--- src/design/nsrb_pkg.sv ---
`default_nettype none

package nsrb_pkg;

  // NTP era and protocol constants
  localparam logic [31:0] EPOCH_OFFSET    = 32'd2208988800;
  localparam logic [31:0] Y2020_NTP       = 32'd3786825600;
  localparam logic [22:0] MS_TO_FRAC      = 23'd4294967;
  localparam logic [10:0] MIN_LEN         = 11'd48;
  localparam logic [2:0]  MODE_SYM_ACTIVE = 3'd1;
  localparam logic [2:0]  MODE_CLIENT     = 3'd3;
  localparam logic [2:0]  MODE_SERVER     = 3'd4;
  localparam logic [2:0]  VN_FLOOR        = 3'd3;
  localparam logic [7:0]  PRECISION       = 8'hF6;

  // Response word positions
  localparam logic [3:0] W_HEADER     = 4'd0;
  localparam logic [3:0] W_ROOT_DELAY = 4'd1;
  localparam logic [3:0] W_ROOT_DISP  = 4'd2;
  localparam logic [3:0] W_REF_ID     = 4'd3;
  localparam logic [3:0] W_REF_SEC    = 4'd4;
  localparam logic [3:0] W_REF_FRAC   = 4'd5;
  localparam logic [3:0] W_ORIG_SEC   = 4'd6;
  localparam logic [3:0] W_ORIG_FRAC  = 4'd7;
  localparam logic [3:0] W_RX_SEC     = 4'd8;
  localparam logic [3:0] W_RX_FRAC    = 4'd9;
  localparam logic [3:0] W_TX_SEC     = 4'd10;
  localparam logic [3:0] W_TX_FRAC    = 4'd11;
  localparam logic [3:0] LAST_IDX     = W_TX_FRAC;

  // Configuration register indexes
  localparam int CFG_IDX_W = 3;
  localparam logic [CFG_IDX_W-1:0] CFG_STRATUM   = 3'd0;
  localparam logic [CFG_IDX_W-1:0] CFG_REF_ID    = 3'd1;
  localparam logic [CFG_IDX_W-1:0] CFG_LEAP      = 3'd2;
  localparam logic [CFG_IDX_W-1:0] CFG_LAST_SYNC = 3'd3;
  localparam logic [CFG_IDX_W-1:0] CFG_MIN_DISP  = 3'd4;
  localparam logic [CFG_IDX_W-1:0] CFG_MAX_DISP  = 3'd5;
  localparam logic [CFG_IDX_W-1:0] CFG_DRIFT     = 3'd6;

  // Drift scaling: age * ppm * 65536 / 1e6 == (age * ppm * 1024) / 15625
  localparam logic [13:0] DISP_DIVISOR = 14'd15625;
  localparam int PROD_W    = 42;  // age (32) times ppm (10)
  localparam int DIV_BITS  = 6;   // quotient bits resolved per cycle
  localparam int DIV_STEPS = 9;
  localparam int DVD_W     = DIV_BITS * DIV_STEPS;  // 54
  localparam int QUO_W     = 39;  // largest scaled drift fits here
  localparam int SUM_W     = 40;

  typedef struct packed {
    logic [7:0]  stratum;
    logic [31:0] ref_id;
    logic [1:0]  leap;
    logic [31:0] last_sync;
    logic [31:0] min_disp;
    logic [31:0] max_disp;
    logic [9:0]  drift;
  } cfg_t;

  typedef struct packed {
    logic [2:0]  version;
    logic [7:0]  poll;
    logic [31:0] root_disp;
    logic [63:0] orig;
    logic [31:0] rx_ntp;
    logic [31:0] rx_frac;
    logic [31:0] tx_ntp;
    logic [31:0] tx_frac;
  } resp_t;

endpackage

`default_nettype wire

--- src/design/nsrb_front.sv ---
`default_nettype none

module nsrb_front (
  input  wire logic                 clk,
  input  wire logic                 rst_n,
  input  wire nsrb_pkg::cfg_t       cfg,
  input  wire logic                 in_valid,
  output logic                      in_ready,
  input  wire logic [10:0]          in_packet_length,
  input  wire logic [7:0]           in_header_byte,
  input  wire logic [7:0]           in_poll_byte,
  input  wire logic [63:0]          in_client_transmit_stamp,
  input  wire logic                 in_time_valid,
  input  wire logic [31:0]          in_rx_seconds,
  input  wire logic [9:0]           in_rx_millis,
  input  wire logic [31:0]          in_tx_seconds,
  input  wire logic [9:0]           in_tx_millis,
  output logic                      push_valid,
  input  wire logic                 push_ready,
  output nsrb_pkg::resp_t           push_data
);

  typedef enum logic [3:0] {
    F_IDLE = 4'b0001,
    F_MUL  = 4'b0010,
    F_DIV  = 4'b0100,
    F_SUM  = 4'b1000
  } fstate_t;

  fstate_t state_r, state_nxt;
  logic [3:0] cnt_r, cnt_nxt;

  logic        accept;
  logic [31:0] rx_ntp;
  logic [2:0]  mode;
  logic        drop;
  logic [32:0] rx_prod, tx_prod;

  logic [2:0]  version_r, version_in;
  logic [7:0]  poll_r;
  logic [63:0] orig_r;
  logic [31:0] rx_ntp_r, tx_ntp_r, rx_frac_r, tx_frac_r;
  logic [31:0] age_r;
  logic        use_drift_r;

  logic [nsrb_pkg::PROD_W-1:0]   prod;
  logic [nsrb_pkg::DVD_W-1:0]    dvd_r;
  logic [13:0]                   rem_r, rem_v;
  logic [14:0]                   trial;
  logic [nsrb_pkg::DIV_BITS-1:0] qb;
  logic [nsrb_pkg::QUO_W-1:0]    quo_r;
  logic [nsrb_pkg::SUM_W-1:0]    sum;
  logic [31:0]                   disp;

  assign in_ready = (state_r == F_IDLE);
  assign accept   = in_valid && in_ready;

  // Classify the request
  assign rx_ntp = in_rx_seconds + nsrb_pkg::EPOCH_OFFSET;
  assign mode   = in_header_byte[2:0];
  assign drop   = (in_packet_length < nsrb_pkg::MIN_LEN)
               || ((mode != nsrb_pkg::MODE_CLIENT) && (mode != nsrb_pkg::MODE_SYM_ACTIVE))
               || !in_time_valid
               || (rx_ntp < nsrb_pkg::Y2020_NTP);
  assign version_in = (in_header_byte[5:3] < nsrb_pkg::VN_FLOOR) ? nsrb_pkg::VN_FLOOR
                                                                  : in_header_byte[5:3];

  // Millisecond to fraction, kept modulo 2^32
  assign rx_prod = {23'd0, in_rx_millis} * {10'd0, nsrb_pkg::MS_TO_FRAC};
  assign tx_prod = {23'd0, in_tx_millis} * {10'd0, nsrb_pkg::MS_TO_FRAC};

  // Capture the transaction fields
  always_ff @(posedge clk) begin
    if (accept) begin
      version_r   <= version_in;
      poll_r      <= in_poll_byte;
      orig_r      <= in_client_transmit_stamp;
      rx_ntp_r    <= rx_ntp;
      tx_ntp_r    <= in_tx_seconds + nsrb_pkg::EPOCH_OFFSET;
      rx_frac_r   <= rx_prod[31:0];
      tx_frac_r   <= tx_prod[31:0];
      age_r       <= in_rx_seconds - cfg.last_sync;
      use_drift_r <= (cfg.last_sync != 32'd0) && (in_rx_seconds > cfg.last_sync);
    end
  end

  // Drift product, registered into the dividend shifted left by ten bits
  assign prod = {10'd0, age_r} * {32'd0, cfg.drift};

  // Resolve several quotient bits per cycle against the constant divisor
  always_comb begin
    rem_v = rem_r;
    qb    = '0;
    trial = '0;
    for (int i = 0; i < nsrb_pkg::DIV_BITS; i++) begin
      trial = {rem_v, dvd_r[nsrb_pkg::DVD_W-1-i]};
      if (trial >= {1'b0, nsrb_pkg::DISP_DIVISOR}) begin
        rem_v = 14'(trial - {1'b0, nsrb_pkg::DISP_DIVISOR});
        qb[nsrb_pkg::DIV_BITS-1-i] = 1'b1;
      end else begin
        rem_v = trial[13:0];
      end
    end
  end

  always_ff @(posedge clk) begin
    if (state_r == F_MUL) begin
      dvd_r <= {2'b00, prod, 10'd0};
      rem_r <= '0;
      quo_r <= '0;
    end else if (state_r == F_DIV) begin
      dvd_r <= {dvd_r[nsrb_pkg::DVD_W-nsrb_pkg::DIV_BITS-1:0], {nsrb_pkg::DIV_BITS{1'b0}}};
      rem_r <= rem_v;
      quo_r <= {quo_r[nsrb_pkg::QUO_W-nsrb_pkg::DIV_BITS-1:0], qb};
    end
  end

  // Add drift to the base dispersion when drift applies, and saturate at the maximum
  assign sum  = {8'd0, cfg.min_disp} + {1'b0, quo_r};
  assign disp = !use_drift_r ? cfg.min_disp
              : (sum > {8'd0, cfg.max_disp}) ? cfg.max_disp : sum[31:0];

  assign push_valid          = (state_r == F_SUM);
  assign push_data.version   = version_r;
  assign push_data.poll      = poll_r;
  assign push_data.root_disp = disp;
  assign push_data.orig      = orig_r;
  assign push_data.rx_ntp    = rx_ntp_r;
  assign push_data.rx_frac   = rx_frac_r;
  assign push_data.tx_ntp    = tx_ntp_r;
  assign push_data.tx_frac   = tx_frac_r;

  // Sequence one transaction
  always_comb begin
    state_nxt = state_r;
    cnt_nxt   = cnt_r;
    unique case (state_r)
      F_IDLE: begin
        if (accept && !drop) begin
          state_nxt = F_MUL;
        end
      end
      F_MUL: begin
        state_nxt = F_DIV;
        cnt_nxt   = '0;
      end
      F_DIV: begin
        cnt_nxt = cnt_r + 4'd1;
        if (cnt_r == 4'(nsrb_pkg::DIV_STEPS - 1)) begin
          state_nxt = F_SUM;
        end
      end
      F_SUM: begin
        if (push_ready) begin
          state_nxt = F_IDLE;
        end
      end
      default: state_nxt = F_IDLE;
    endcase
  end

  always_ff @(posedge clk) begin
    if (!rst_n) begin
      state_r <= F_IDLE;
      cnt_r   <= '0;
    end else begin
      state_r <= state_nxt;
      cnt_r   <= cnt_nxt;
    end
  end

endmodule

`default_nettype wire

--- src/design/nsrb_queue.sv ---
`default_nettype none

module nsrb_queue (
  input  wire logic            clk,
  input  wire logic            rst_n,
  input  wire logic            push_valid,
  output logic                 push_ready,
  input  wire nsrb_pkg::resp_t push_data,
  output logic                 pop_valid,
  input  wire logic            pop_ready,
  output nsrb_pkg::resp_t      pop_data
);

  nsrb_pkg::resp_t slot_r [2];
  logic       wr_ptr_r, rd_ptr_r;
  logic [1:0] cnt_r, cnt_nxt;
  logic       do_push, do_pop;

  assign push_ready = (cnt_r != 2'd2);
  assign pop_valid  = (cnt_r != 2'd0);
  assign pop_data   = slot_r[rd_ptr_r];
  assign do_push    = push_valid && push_ready;
  assign do_pop     = pop_valid && pop_ready;

  // Store the incoming transaction
  always_ff @(posedge clk) begin
    if (do_push) begin
      slot_r[wr_ptr_r] <= push_data;
    end
  end

  always_comb begin
    cnt_nxt = cnt_r;
    if (do_push && !do_pop) begin
      cnt_nxt = cnt_r + 2'd1;
    end else if (do_pop && !do_push) begin
      cnt_nxt = cnt_r - 2'd1;
    end
  end

  // Advance pointers and fill count
  always_ff @(posedge clk) begin
    if (!rst_n) begin
      wr_ptr_r <= 1'b0;
      rd_ptr_r <= 1'b0;
      cnt_r    <= 2'd0;
    end else begin
      if (do_push) begin
        wr_ptr_r <= !wr_ptr_r;
      end
      if (do_pop) begin
        rd_ptr_r <= !rd_ptr_r;
      end
      cnt_r <= cnt_nxt;
    end
  end

endmodule

`default_nettype wire

--- src/design/nsrb_back.sv ---
`default_nettype none

module nsrb_back (
  input  wire logic            clk,
  input  wire logic            rst_n,
  input  wire nsrb_pkg::cfg_t  cfg,
  input  wire logic            pop_valid,
  output logic                 pop_ready,
  input  wire nsrb_pkg::resp_t pop_data,
  output logic                 out_valid,
  input  wire logic            out_ready,
  output logic [31:0]          out_word_value,
  output logic [3:0]           out_word_index,
  output logic                 out_last_word
);

  logic [3:0]  idx_r, idx_nxt;
  logic        out_valid_r, out_valid_nxt;
  logic [31:0] value_r;
  logic [3:0]  index_r;
  logic        last_r;
  logic        load, is_last;
  logic [31:0] word;

  assign load      = pop_valid && (!out_valid_r || out_ready);
  assign is_last   = (idx_r == nsrb_pkg::LAST_IDX);
  assign pop_ready = load && is_last;

  // Select the response word for the current position
  always_comb begin
    case (idx_r)
      nsrb_pkg::W_HEADER:     word = {cfg.leap, pop_data.version, nsrb_pkg::MODE_SERVER,
                                      cfg.stratum, pop_data.poll, nsrb_pkg::PRECISION};
      nsrb_pkg::W_ROOT_DELAY: word = 32'd0;
      nsrb_pkg::W_ROOT_DISP:  word = pop_data.root_disp;
      nsrb_pkg::W_REF_ID:     word = cfg.ref_id;
      nsrb_pkg::W_REF_SEC:    word = (cfg.last_sync != 32'd0)
                                     ? cfg.last_sync + nsrb_pkg::EPOCH_OFFSET
                                     : pop_data.rx_ntp;
      nsrb_pkg::W_REF_FRAC:   word = 32'd0;
      nsrb_pkg::W_ORIG_SEC:   word = pop_data.orig[63:32];
      nsrb_pkg::W_ORIG_FRAC:  word = pop_data.orig[31:0];
      nsrb_pkg::W_RX_SEC:     word = pop_data.rx_ntp;
      nsrb_pkg::W_RX_FRAC:    word = pop_data.rx_frac;
      nsrb_pkg::W_TX_SEC:     word = pop_data.tx_ntp;
      nsrb_pkg::W_TX_FRAC:    word = pop_data.tx_frac;
      default:                word = 32'd0;
    endcase
  end

  always_comb begin
    idx_nxt       = idx_r;
    out_valid_nxt = out_valid_r;
    if (load) begin
      idx_nxt       = is_last ? 4'd0 : idx_r + 4'd1;
      out_valid_nxt = 1'b1;
    end else if (out_ready) begin
      out_valid_nxt = 1'b0;
    end
  end

  // Hold the output word until taken
  always_ff @(posedge clk) begin
    if (load) begin
      value_r <= word;
      index_r <= idx_r;
      last_r  <= is_last;
    end
  end

  always_ff @(posedge clk) begin
    if (!rst_n) begin
      idx_r       <= 4'd0;
      out_valid_r <= 1'b0;
    end else begin
      idx_r       <= idx_nxt;
      out_valid_r <= out_valid_nxt;
    end
  end

  assign out_valid      = out_valid_r;
  assign out_word_value = value_r;
  assign out_word_index = index_r;
  assign out_last_word  = last_r;

endmodule

`default_nettype wire

--- src/design/ntp_server_response_builder_top.sv ---
`default_nettype none

// Channel  Direction  Handshake            Content
// in_      input      in_valid/in_ready    one parsed request with clock snapshots
// out_     output     out_valid/out_ready  twelve response words per kept request
// cfg_     input      cfg_valid/cfg_ready  register index and write data
//
// A kept request passes the front in order: capture, drift multiply, the
// divider steps at six quotient bits each, saturating add; the front takes the
// next request only after pushing it. The back emits one word per cycle while
// out_ready is high. A dropped request is discarded in its accept cycle. Reset
// is synchronous, active low, and restores the register defaults. A two-entry
// queue lets the front keep accepting while the output stalls.

module ntp_server_response_builder_top (
  input  wire logic        clk,
  input  wire logic        rst_n,
  input  wire logic        in_valid,
  output logic             in_ready,
  input  wire logic [10:0] in_packet_length,
  input  wire logic [7:0]  in_header_byte,
  input  wire logic [7:0]  in_poll_byte,
  input  wire logic [63:0] in_client_transmit_stamp,
  input  wire logic        in_time_valid,
  input  wire logic [31:0] in_rx_seconds,
  input  wire logic [9:0]  in_rx_millis,
  input  wire logic [31:0] in_tx_seconds,
  input  wire logic [9:0]  in_tx_millis,
  output logic             out_valid,
  input  wire logic        out_ready,
  output logic [31:0]      out_word_value,
  output logic [3:0]       out_word_index,
  output logic             out_last_word,
  input  wire logic        cfg_valid,
  output logic             cfg_ready,
  input  wire logic [2:0]  cfg_index,
  input  wire logic [31:0] cfg_data
);

  nsrb_pkg::cfg_t  cfg_r;
  logic            push_valid, push_ready, pop_valid, pop_ready;
  nsrb_pkg::resp_t push_data, pop_data;

  assign cfg_ready = 1'b1;

  // Write configuration registers
  always_ff @(posedge clk) begin
    if (!rst_n) begin
      cfg_r.stratum   <= 8'd1;
      cfg_r.ref_id    <= 32'd1465341506;
      cfg_r.leap      <= 2'd0;
      cfg_r.last_sync <= 32'd0;
      cfg_r.min_disp  <= 32'd655;
      cfg_r.max_disp  <= 32'd65536;
      cfg_r.drift     <= 10'd2;
    end else if (cfg_valid && cfg_ready) begin
      unique case (cfg_index)
        nsrb_pkg::CFG_STRATUM:   cfg_r.stratum   <= cfg_data[7:0];
        nsrb_pkg::CFG_REF_ID:    cfg_r.ref_id    <= cfg_data;
        nsrb_pkg::CFG_LEAP:      cfg_r.leap      <= cfg_data[1:0];
        nsrb_pkg::CFG_LAST_SYNC: cfg_r.last_sync <= cfg_data;
        nsrb_pkg::CFG_MIN_DISP:  cfg_r.min_disp  <= cfg_data;
        nsrb_pkg::CFG_MAX_DISP:  cfg_r.max_disp  <= cfg_data;
        nsrb_pkg::CFG_DRIFT:     cfg_r.drift     <= cfg_data[9:0];
        default: ;
      endcase
    end
  end

  nsrb_front u_front (
    .clk                      (clk),
    .rst_n                    (rst_n),
    .cfg                      (cfg_r),
    .in_valid                 (in_valid),
    .in_ready                 (in_ready),
    .in_packet_length         (in_packet_length),
    .in_header_byte           (in_header_byte),
    .in_poll_byte             (in_poll_byte),
    .in_client_transmit_stamp (in_client_transmit_stamp),
    .in_time_valid            (in_time_valid),
    .in_rx_seconds            (in_rx_seconds),
    .in_rx_millis             (in_rx_millis),
    .in_tx_seconds            (in_tx_seconds),
    .in_tx_millis             (in_tx_millis),
    .push_valid               (push_valid),
    .push_ready               (push_ready),
    .push_data                (push_data)
  );

  nsrb_queue u_queue (
    .clk        (clk),
    .rst_n      (rst_n),
    .push_valid (push_valid),
    .push_ready (push_ready),
    .push_data  (push_data),
    .pop_valid  (pop_valid),
    .pop_ready  (pop_ready),
    .pop_data   (pop_data)
  );

  nsrb_back u_back (
    .clk            (clk),
    .rst_n          (rst_n),
    .cfg            (cfg_r),
    .pop_valid      (pop_valid),
    .pop_ready      (pop_ready),
    .pop_data       (pop_data),
    .out_valid      (out_valid),
    .out_ready      (out_ready),
    .out_word_value (out_word_value),
    .out_word_index (out_word_index),
    .out_last_word  (out_last_word)
  );

endmodule

`default_nettype wire

--- config.mk ---
export PLATFORM = sky130hd
export DESIGN_NAME = ntp_server_response_builder_top
export DESIGN_NICKNAME = d
export VERILOG_FILES = /design/src/design/nsrb_pkg.sv /design/src/design/nsrb_front.sv /design/src/design/nsrb_queue.sv /design/src/design/nsrb_back.sv /design/src/design/ntp_server_response_builder_top.sv
export SDC_FILE = /design/constraint.sdc
export NUM_CORES = 2
export LEC_CHECK = 0
export BUFFER_PORTS_ARGS = -buffer_cell sky130_fd_sc_hd__buf_4
export CORE_ASPECT_RATIO = 0.8
export CORE_MARGIN = 2
export CORE_UTILIZATION = 55
export DETAILED_ROUTE_END_ITERATION = 12
export GPL_ROUTABILITY_DRIVEN = 0
export PLACE_DENSITY = 0.77
export SLEW_MARGIN = 5
export SYNTH_ARGS = -nofsm -noshare
export SYNTH_HDL_FRONTEND = slang
export SYNTH_SLANG_ARGS = --single-unit
--- constraint.sdc ---
create_clock -name clk -period 29.8 [get_ports clk]
set_clock_uncertainty 0.15 [all_clocks]
set_input_delay 0 -clock clk [delete_from_list [all_inputs] [get_ports clk]]
set_output_delay 0 -clock clk [all_outputs]
set_load 0.01 [all_outputs]
* After elaboration in Yosys (flattened, before gate mapping) *
Memory sizes are Yosys's and may differ from the RTL's. A register that Yosys moved wholly into a read port is not among the register bits.
Index checks and enable logic that the tools add are counted.
W data, S select, Z words.

storage, ports and cells
  register bits = 535
  bits in latches = 0
  bits in writable memories = 470
  ROM bits = 0
  logic and storage cells = 154
  memories = 1

memory list
  memory          depth  bits a word  read ports  clocked after Yosys merged registers in  write ports  RTL line          text
  u_queue.slot_r  2      235          1           1                                        1            nsrb_queue.sv:14  nsrb_pkg::resp_t slot_r [2];

operators by class
  $add $sub $neg = 15
  multiply operators = 3
  divide/modulo/power cells = 0
  $lt $le $gt $ge = 11
  equal/unequal tests = 26
  shifts and indexed selects = 0
  mux-type cells = 32
  bitwise gates (word level) = 0
  reductions and logical operators = 36

operator list
  operator                  number
  $pmux W32 S10             1
  $mux W52                  2
  $add A32 B32 Y32 const B  3
  $mux W32                  3
  $ge A15 B14 Y1 const B    6
  $mux W14                  6
  $sub A14 B14 Y14 const B  6
  $mul A10 B23 Y32 const B  2
  $mul A32 B10 Y42          1
  $add A32 B39 Y40          1
  $gt A40 B32 Y1            1
  $gt A32 B32 Y1            1
  $lt A32 B32 Y1 const B    1
  $reduce_bool A32 Y1       1
  $sub A32 B32 Y32          1
  $eq A4 B4 Y1 const B      6
  $eq A4 B3 Y1 const B      4
  $mux W4                   4
  $pmux W4 S4               1
  $reduce_and A2 Y1         7
  $eq A4 B2 Y1 const B      3
  $mux W1                   12
  $lt A11 B6 Y1 const B     1
  $logic_and A1 B1 Y1       10
  19 further kinds          39

* Depth between registers and ports, before layout *
  word-level depth = 12
  gate-level depth with buffers = 47
  depth with buffers taken out = 41

* Hierarchy *
Synthesis repeated with hierarchy kept, for this count alone.

second synthesis, totals
  cells, all modules = 5,485
  area, all modules = 63,566.0 µm²

by module, submodules not included
  module                           times used  cells each  area an instance (µm²)  seq. area each (µm²)
  nsrb_front                       1           3,710       36,130.9                9,609.2
  nsrb_queue                       1           755         17,800.8                14,213.6
  ntp_server_response_builder_top  1           546         5,597.9                 2,962.8
  nsrb_back                        1           474         4,036.4                 1,211.2

* Least setup slack after synthesis *
OpenSTA, ideal clock, no wires.

  kind = register -> register
  start point = reg u_front.state_r[3]
  end point = reg u_queue.wr_ptr_r
  arrival = 11,395 ps
  required time = 29,546 ps
  setup slack = 18,151 ps
  stages on the path, launching flop included = 5
  path buffers = 0
  cells stage by stage = dfxtp_1 -> nor4b_1 -> o21ai_0 -> nor2_1 -> o21a_1

on the way
  word-level cells in the longest chain between the ends = 2

RTL lines
  what                    RTL line           text
  from (decl)             nsrb_front.sv:30   fstate_t state_r, state_nxt;
  from (signal assigned)  nsrb_front.sv:167  state_r <= state_nxt;
  $eq A4 B4 Y1            nsrb_front.sv:123  assign push_valid = (state_r == F_SUM);
  $logic_and A1 B1 Y1     nsrb_queue.sv:22   assign do_push = push_valid && push_ready;
  to (signal assigned)    nsrb_queue.sv:49   wr_ptr_r <= !wr_ptr_r;
  to (decl)               nsrb_queue.sv:15   logic wr_ptr_r, rd_ptr_r;

No other way between the ends.
A chain may end at the register's enable or synchronous reset.

* Final worst setup path *
  start point = reg u_front.rem_r[7]
  end point = reg u_front.rem_r[1]

on the way
  word-level cells in the longest chain between the ends = 12
  elaborated cells between the ends (all ways) = 18
  classes of those cells = 6 x add/sub; 6 x order compare; 6 x mux

RTL lines
  what                                                       RTL line                            text
  from (decl)                                                nsrb_front.sv:48                    logic [13:0] rem_r, rem_v;
  from (signal assigned)                                     nsrb_front.sv:113                   rem_r <= rem_v;
  $sub A14 B14 Y14 / $ge A15 B14 Y1 (equally long branches)  nsrb_front.sv:98, nsrb_front.sv:97
  $mux W14 (*)                                               nsrb_front.sv:97                    if (trial >= {1'b0, nsrb_pkg::DISP_DIVISOR}) begin
  $sub A14 B14 Y14 / $ge A15 B14 Y1 (equally long branches)  nsrb_front.sv:98, nsrb_front.sv:97
  $mux W14 (*)                                               nsrb_front.sv:97
  $sub A14 B14 Y14 / $ge A15 B14 Y1 (equally long branches)  nsrb_front.sv:98, nsrb_front.sv:97
  $mux W14 (*)                                               nsrb_front.sv:97
  $sub A14 B14 Y14 / $ge A15 B14 Y1 (equally long branches)  nsrb_front.sv:98, nsrb_front.sv:97
  $mux W14 (*)                                               nsrb_front.sv:97
  $sub A14 B14 Y14 / $ge A15 B14 Y1 (equally long branches)  nsrb_front.sv:98, nsrb_front.sv:97
  $mux W14 (*)                                               nsrb_front.sv:97
  $ge A15 B14 Y1 / $sub A14 B14 Y14 (equally long branches)  nsrb_front.sv:97, nsrb_front.sv:98
  $mux W14 (*)                                               nsrb_front.sv:97

Mark *: on every way between the ends. The rest lies on a longest branch, timed or not.

==> flow_metrics.tcl <==
set metrics [dict create \
    synth-compound-area-share 0.123 \
    status "finished clean" \
    ys_ff_latch 1006 \
    post-route-util 0.652 \
    rr_startpoint "u_front.rem_r[7]" \
    place_area_mm2 0.0645 \
    worstPathArrival_ns 11.85 \
    instances_no_fill 7650 \
    holdPathStages 4 \
    die_y_um 302 \
    ys_async_sr_fraction 0 \
    multiInputGateArea_mm2 0.0305 \
    critPathMaxStageDelay_ns 0.76 \
    die_x_um 377 \
    clkSinkCount 1006 \
    num_rows 109 \
    reg2reg_slack_ns 18.38 \
    reg2reg_depth 38 \
    synth_edf_count 785 \
    layout_common_cells "785 x edfxtp_1, 702 x nand2_1, 501 x inv_1, 416 x dlygate4sd3_1, 395 x ha_1" \
    criticalPathCategory "flop to flop" \
    crit_end "u_front.rem_r[1]" \
    synth_cell_types 106 \
    dieArea_mm2 0.114 \
    period_needed_ns 11.42 \
    hold_viol_final 0 \
    drive_gt1_frac 0.0896 \
    numCtsBuffers 96 \
    synth_area_mm2 0.0612 \
    rsz0062_at_grt "false" \
    setup_viol 0 \
    slew_violations 0 \
    n_fill_cell 7846 \
    numPortBuffers 247 \
    r2r_end "u_front.rem_r[1]" \
    seq_area_mm2 0.0280 \
    drt_pass1_iterations 6 \
    initial_core_util 0.554 \
    period_share 0.383 \
    post-route-drc-count 0 \
    p_per_area_mw_per_mm2 55.5 \
    dp.cells 7041 \
    yosys_warnings 0 \
    maxCapViolCount 0 \
    hold_class "input pin to flop" \
    grt_pass1_vias 46900 \
    syn-instance-count 5523 \
    ir_drop_mv 0.0924 \
    max_freq_ghz 0.0875 \
    cts_tree "done" \
    synth_top_family_by_area "adder cells" \
    wl_mm 188 \
    clock-root-buffer "clkbuf_16" \
    final_nets 7047 \
    ant_nets 0 \
    core_mm2 0.110 \
    post_cts_resize_count 0 \
    synthesis.nets 6458 \
    drt-wirelength-per-cell_um 24.6 \
    antenna_found_initial 15 \
    critPathLaunchType "flop" \
    synthAdderAreaFrac 0.187 \
    grt_pass1_wl_mm 282 \
    fin_setup_tns_ns 0 \
    hpwl_mm 127 \
    clk_pin_slew_worst_paths_ns 0.07 \
    crit_required_ns 30.22 \
    muxShareOfSynthArea 0.0359 \
    seq_area_frac_synth 0.458 \
    clockBufferDepth 3 \
    via_count 47200 \
    crit_slowest_cell "a221oi_2" \
    relSlewSlack 0.108 \
    synth_ff_type "edfxtp_1" \
    syn_to_final_growth_pct 17.8 \
    end_kind "flop" \
    io_pins 256 \
    p_leak_nw 28.6 \
    clock_latency_ns 0.74 \
    startpoint "u_front.rem_r[7]" \
    routed_via_density 6.17 \
    grt_max_degree 158 \
    crit_fanout 23 \
    grtUsageTotal 0.329 \
    h-tree-depth 3 \
    max_slew.worst_pin.slew_ns 1.34 \
    yosys.area_share.simple 0.115 \
    overflow 0 \
    avgSynthCellArea_um2 11.1 \
    drtIter0Drc 6710 \
    fin_area_mm2 0.0721 \
    final_common_cell "edfxtp_1" \
    synth_xor_area_frac 0.0364 \
]
kinds of logic after synthesis:
logic type / Yosys count
xor+xnor: 254
flops: 1006
mux: 215
buf+inv: 736
other cells: 1
compound gates: 1074
fa+ha+maj: 719
simple gates: 1518
layer usage:
metal	part of all wire	up-vias	GRT usage
met5	0.0013	-	0.00369
met4	0.052	12	0.157
met3	0.14	581	0.102
met2	0.44	2979	0.498
met1	0.37	23000	0.433
li1	-	20700	-
where the power goes:
group / total, mW / switching [mW] / internal [mW]
Sequential: 1.74 / 0.0774 / 1.66
Clock: 1.31 / 0.583 / 0.728
Combinational: 0.945 / 0.570 / 0.375
registers in the layout, summed over array words and instances (netlist names), 2 cells and up, named ones only:
signal,cells
u_queue.slot_r,470
u_front.rx_frac_r,32
u_front.version_r,3
u_front.dvd_r,44
u_front.orig_r,64
u_front.state_r,4
u_queue.cnt_r,2
u_front.age_r,32
u_front.rx_ntp_r,32
u_front.rem_r,14
u_back.out_word_index,4
u_front.tx_frac_r,32
u_back.out_word_value,32
u_front.poll_r,8
u_front.cnt_r,4
u_front.quo_r,39
u_back.idx_r,4
cfg_r,148
u_front.tx_ntp_r,32
per-stage QoR:
stage	setup slack, ns	power, mW	hold WS [ns]
after global routing	17.47	4.14	0.0370
after floorplan	18.15	2.32	-0.0511
after CTS	18.65	3.93	0.000476
after global placement	18.94	2.56	0.0281
after detailed placement	18.73	2.59	0.0294
final	18.38	4.00	0.0472
what timing repair did:
| action | in CTS | in global routing |
|---|---|---|
| setup endpoints to repair | 0 | 0 |
| hold buffers | 416 | 0 |
| buffers inserted | 0 | 0 |
| hold endpoints to repair | 401 | 0 |
layout make-up:
class	instances	share of cell area
inverters	504	0.0262
clock buffers	125	0.0374
flip-flops and latches	1006	0.389
multi-input cells	3781	0.423
well taps	1443	0.0250
clock inverters	56	0.00974
diodes	12	0.000417
repair buffers	723	0.0901
worst max-delay path: cells and delay by family (launching register included):
family	cells	cell delay [ns]
xor+xnor	4	1.50
buf+inv	2	0.22
simple gates	13	3.67
mux	1	0.18
compound gates	14	3.93
flops	1	0.69
fa+ha+maj	4	0.94
Yosys cell counts (16+ instances only):
| master | number | area, um^2 |
|---|---|---|
| a22oi_1 | 38 | 285 |
| and2_1 | 158 | 988 |
| clkbuf_1 | 198 | 743 |
| buf_1 | 21 | 78.8 |
| o21a_1 | 54 | 405 |
| nor2b_1 | 38 | 238 |
| mux2i_1 | 189 | 1890 |
| nand2_1 | 702 | 2640 |
| a21boi_0 | 157 | 1180 |
| o21ai_1 | 16 | 80.1 |
| inv_1 | 502 | 1880 |
| nand2b_1 | 44 | 275 |
| nor3_1 | 79 | 395 |
| o22ai_1 | 57 | 357 |
| nor4_1 | 18 | 113 |
| xor2_1 | 61 | 534 |
| nand4_1 | 27 | 169 |
| nand3_1 | 98 | 490 |
| o21bai_1 | 43 | 323 |
| a21oi_1 | 186 | 931 |
| nor2_1 | 253 | 950 |
| a22o_1 | 41 | 359 |
| o211ai_1 | 20 | 150 |
| ha_1 | 395 | 4940 |
| a221oi_1 | 48 | 420 |
| o21ai_0 | 177 | 886 |
| o221ai_1 | 30 | 263 |
| mux2_2 | 23 | 259 |
| xnor2_1 | 193 | 1690 |
| a31oi_1 | 24 | 150 |
| and3_1 | 26 | 163 |
| fa_1 | 324 | 6490 |
| a21o_1 | 33 | 248 |
| a211oi_1 | 18 | 135 |
| dfxtp_1 | 221 | 4420 |
| edfxtp_1 | 785 | 23600 |
worst min path at each step:
stage / endpoint / startpoint / slack (ns)
after floorplan: u_front.orig_r[0] / in_client_transmit_stamp[0] / -0.05
after global placement: u_front.orig_r[35] / in_client_transmit_stamp[35] / 0.03
after detailed placement: u_front.orig_r[0] / in_client_transmit_stamp[0] / 0.03
after CTS: cfg_r[127] / cfg_data[19] / 0.0005
after global routing: cfg_r[139] / cfg_data[31] / 0.04
final: cfg_r[73] / cfg_data[31] / 0.05
(Power assumes the default switching activity.)
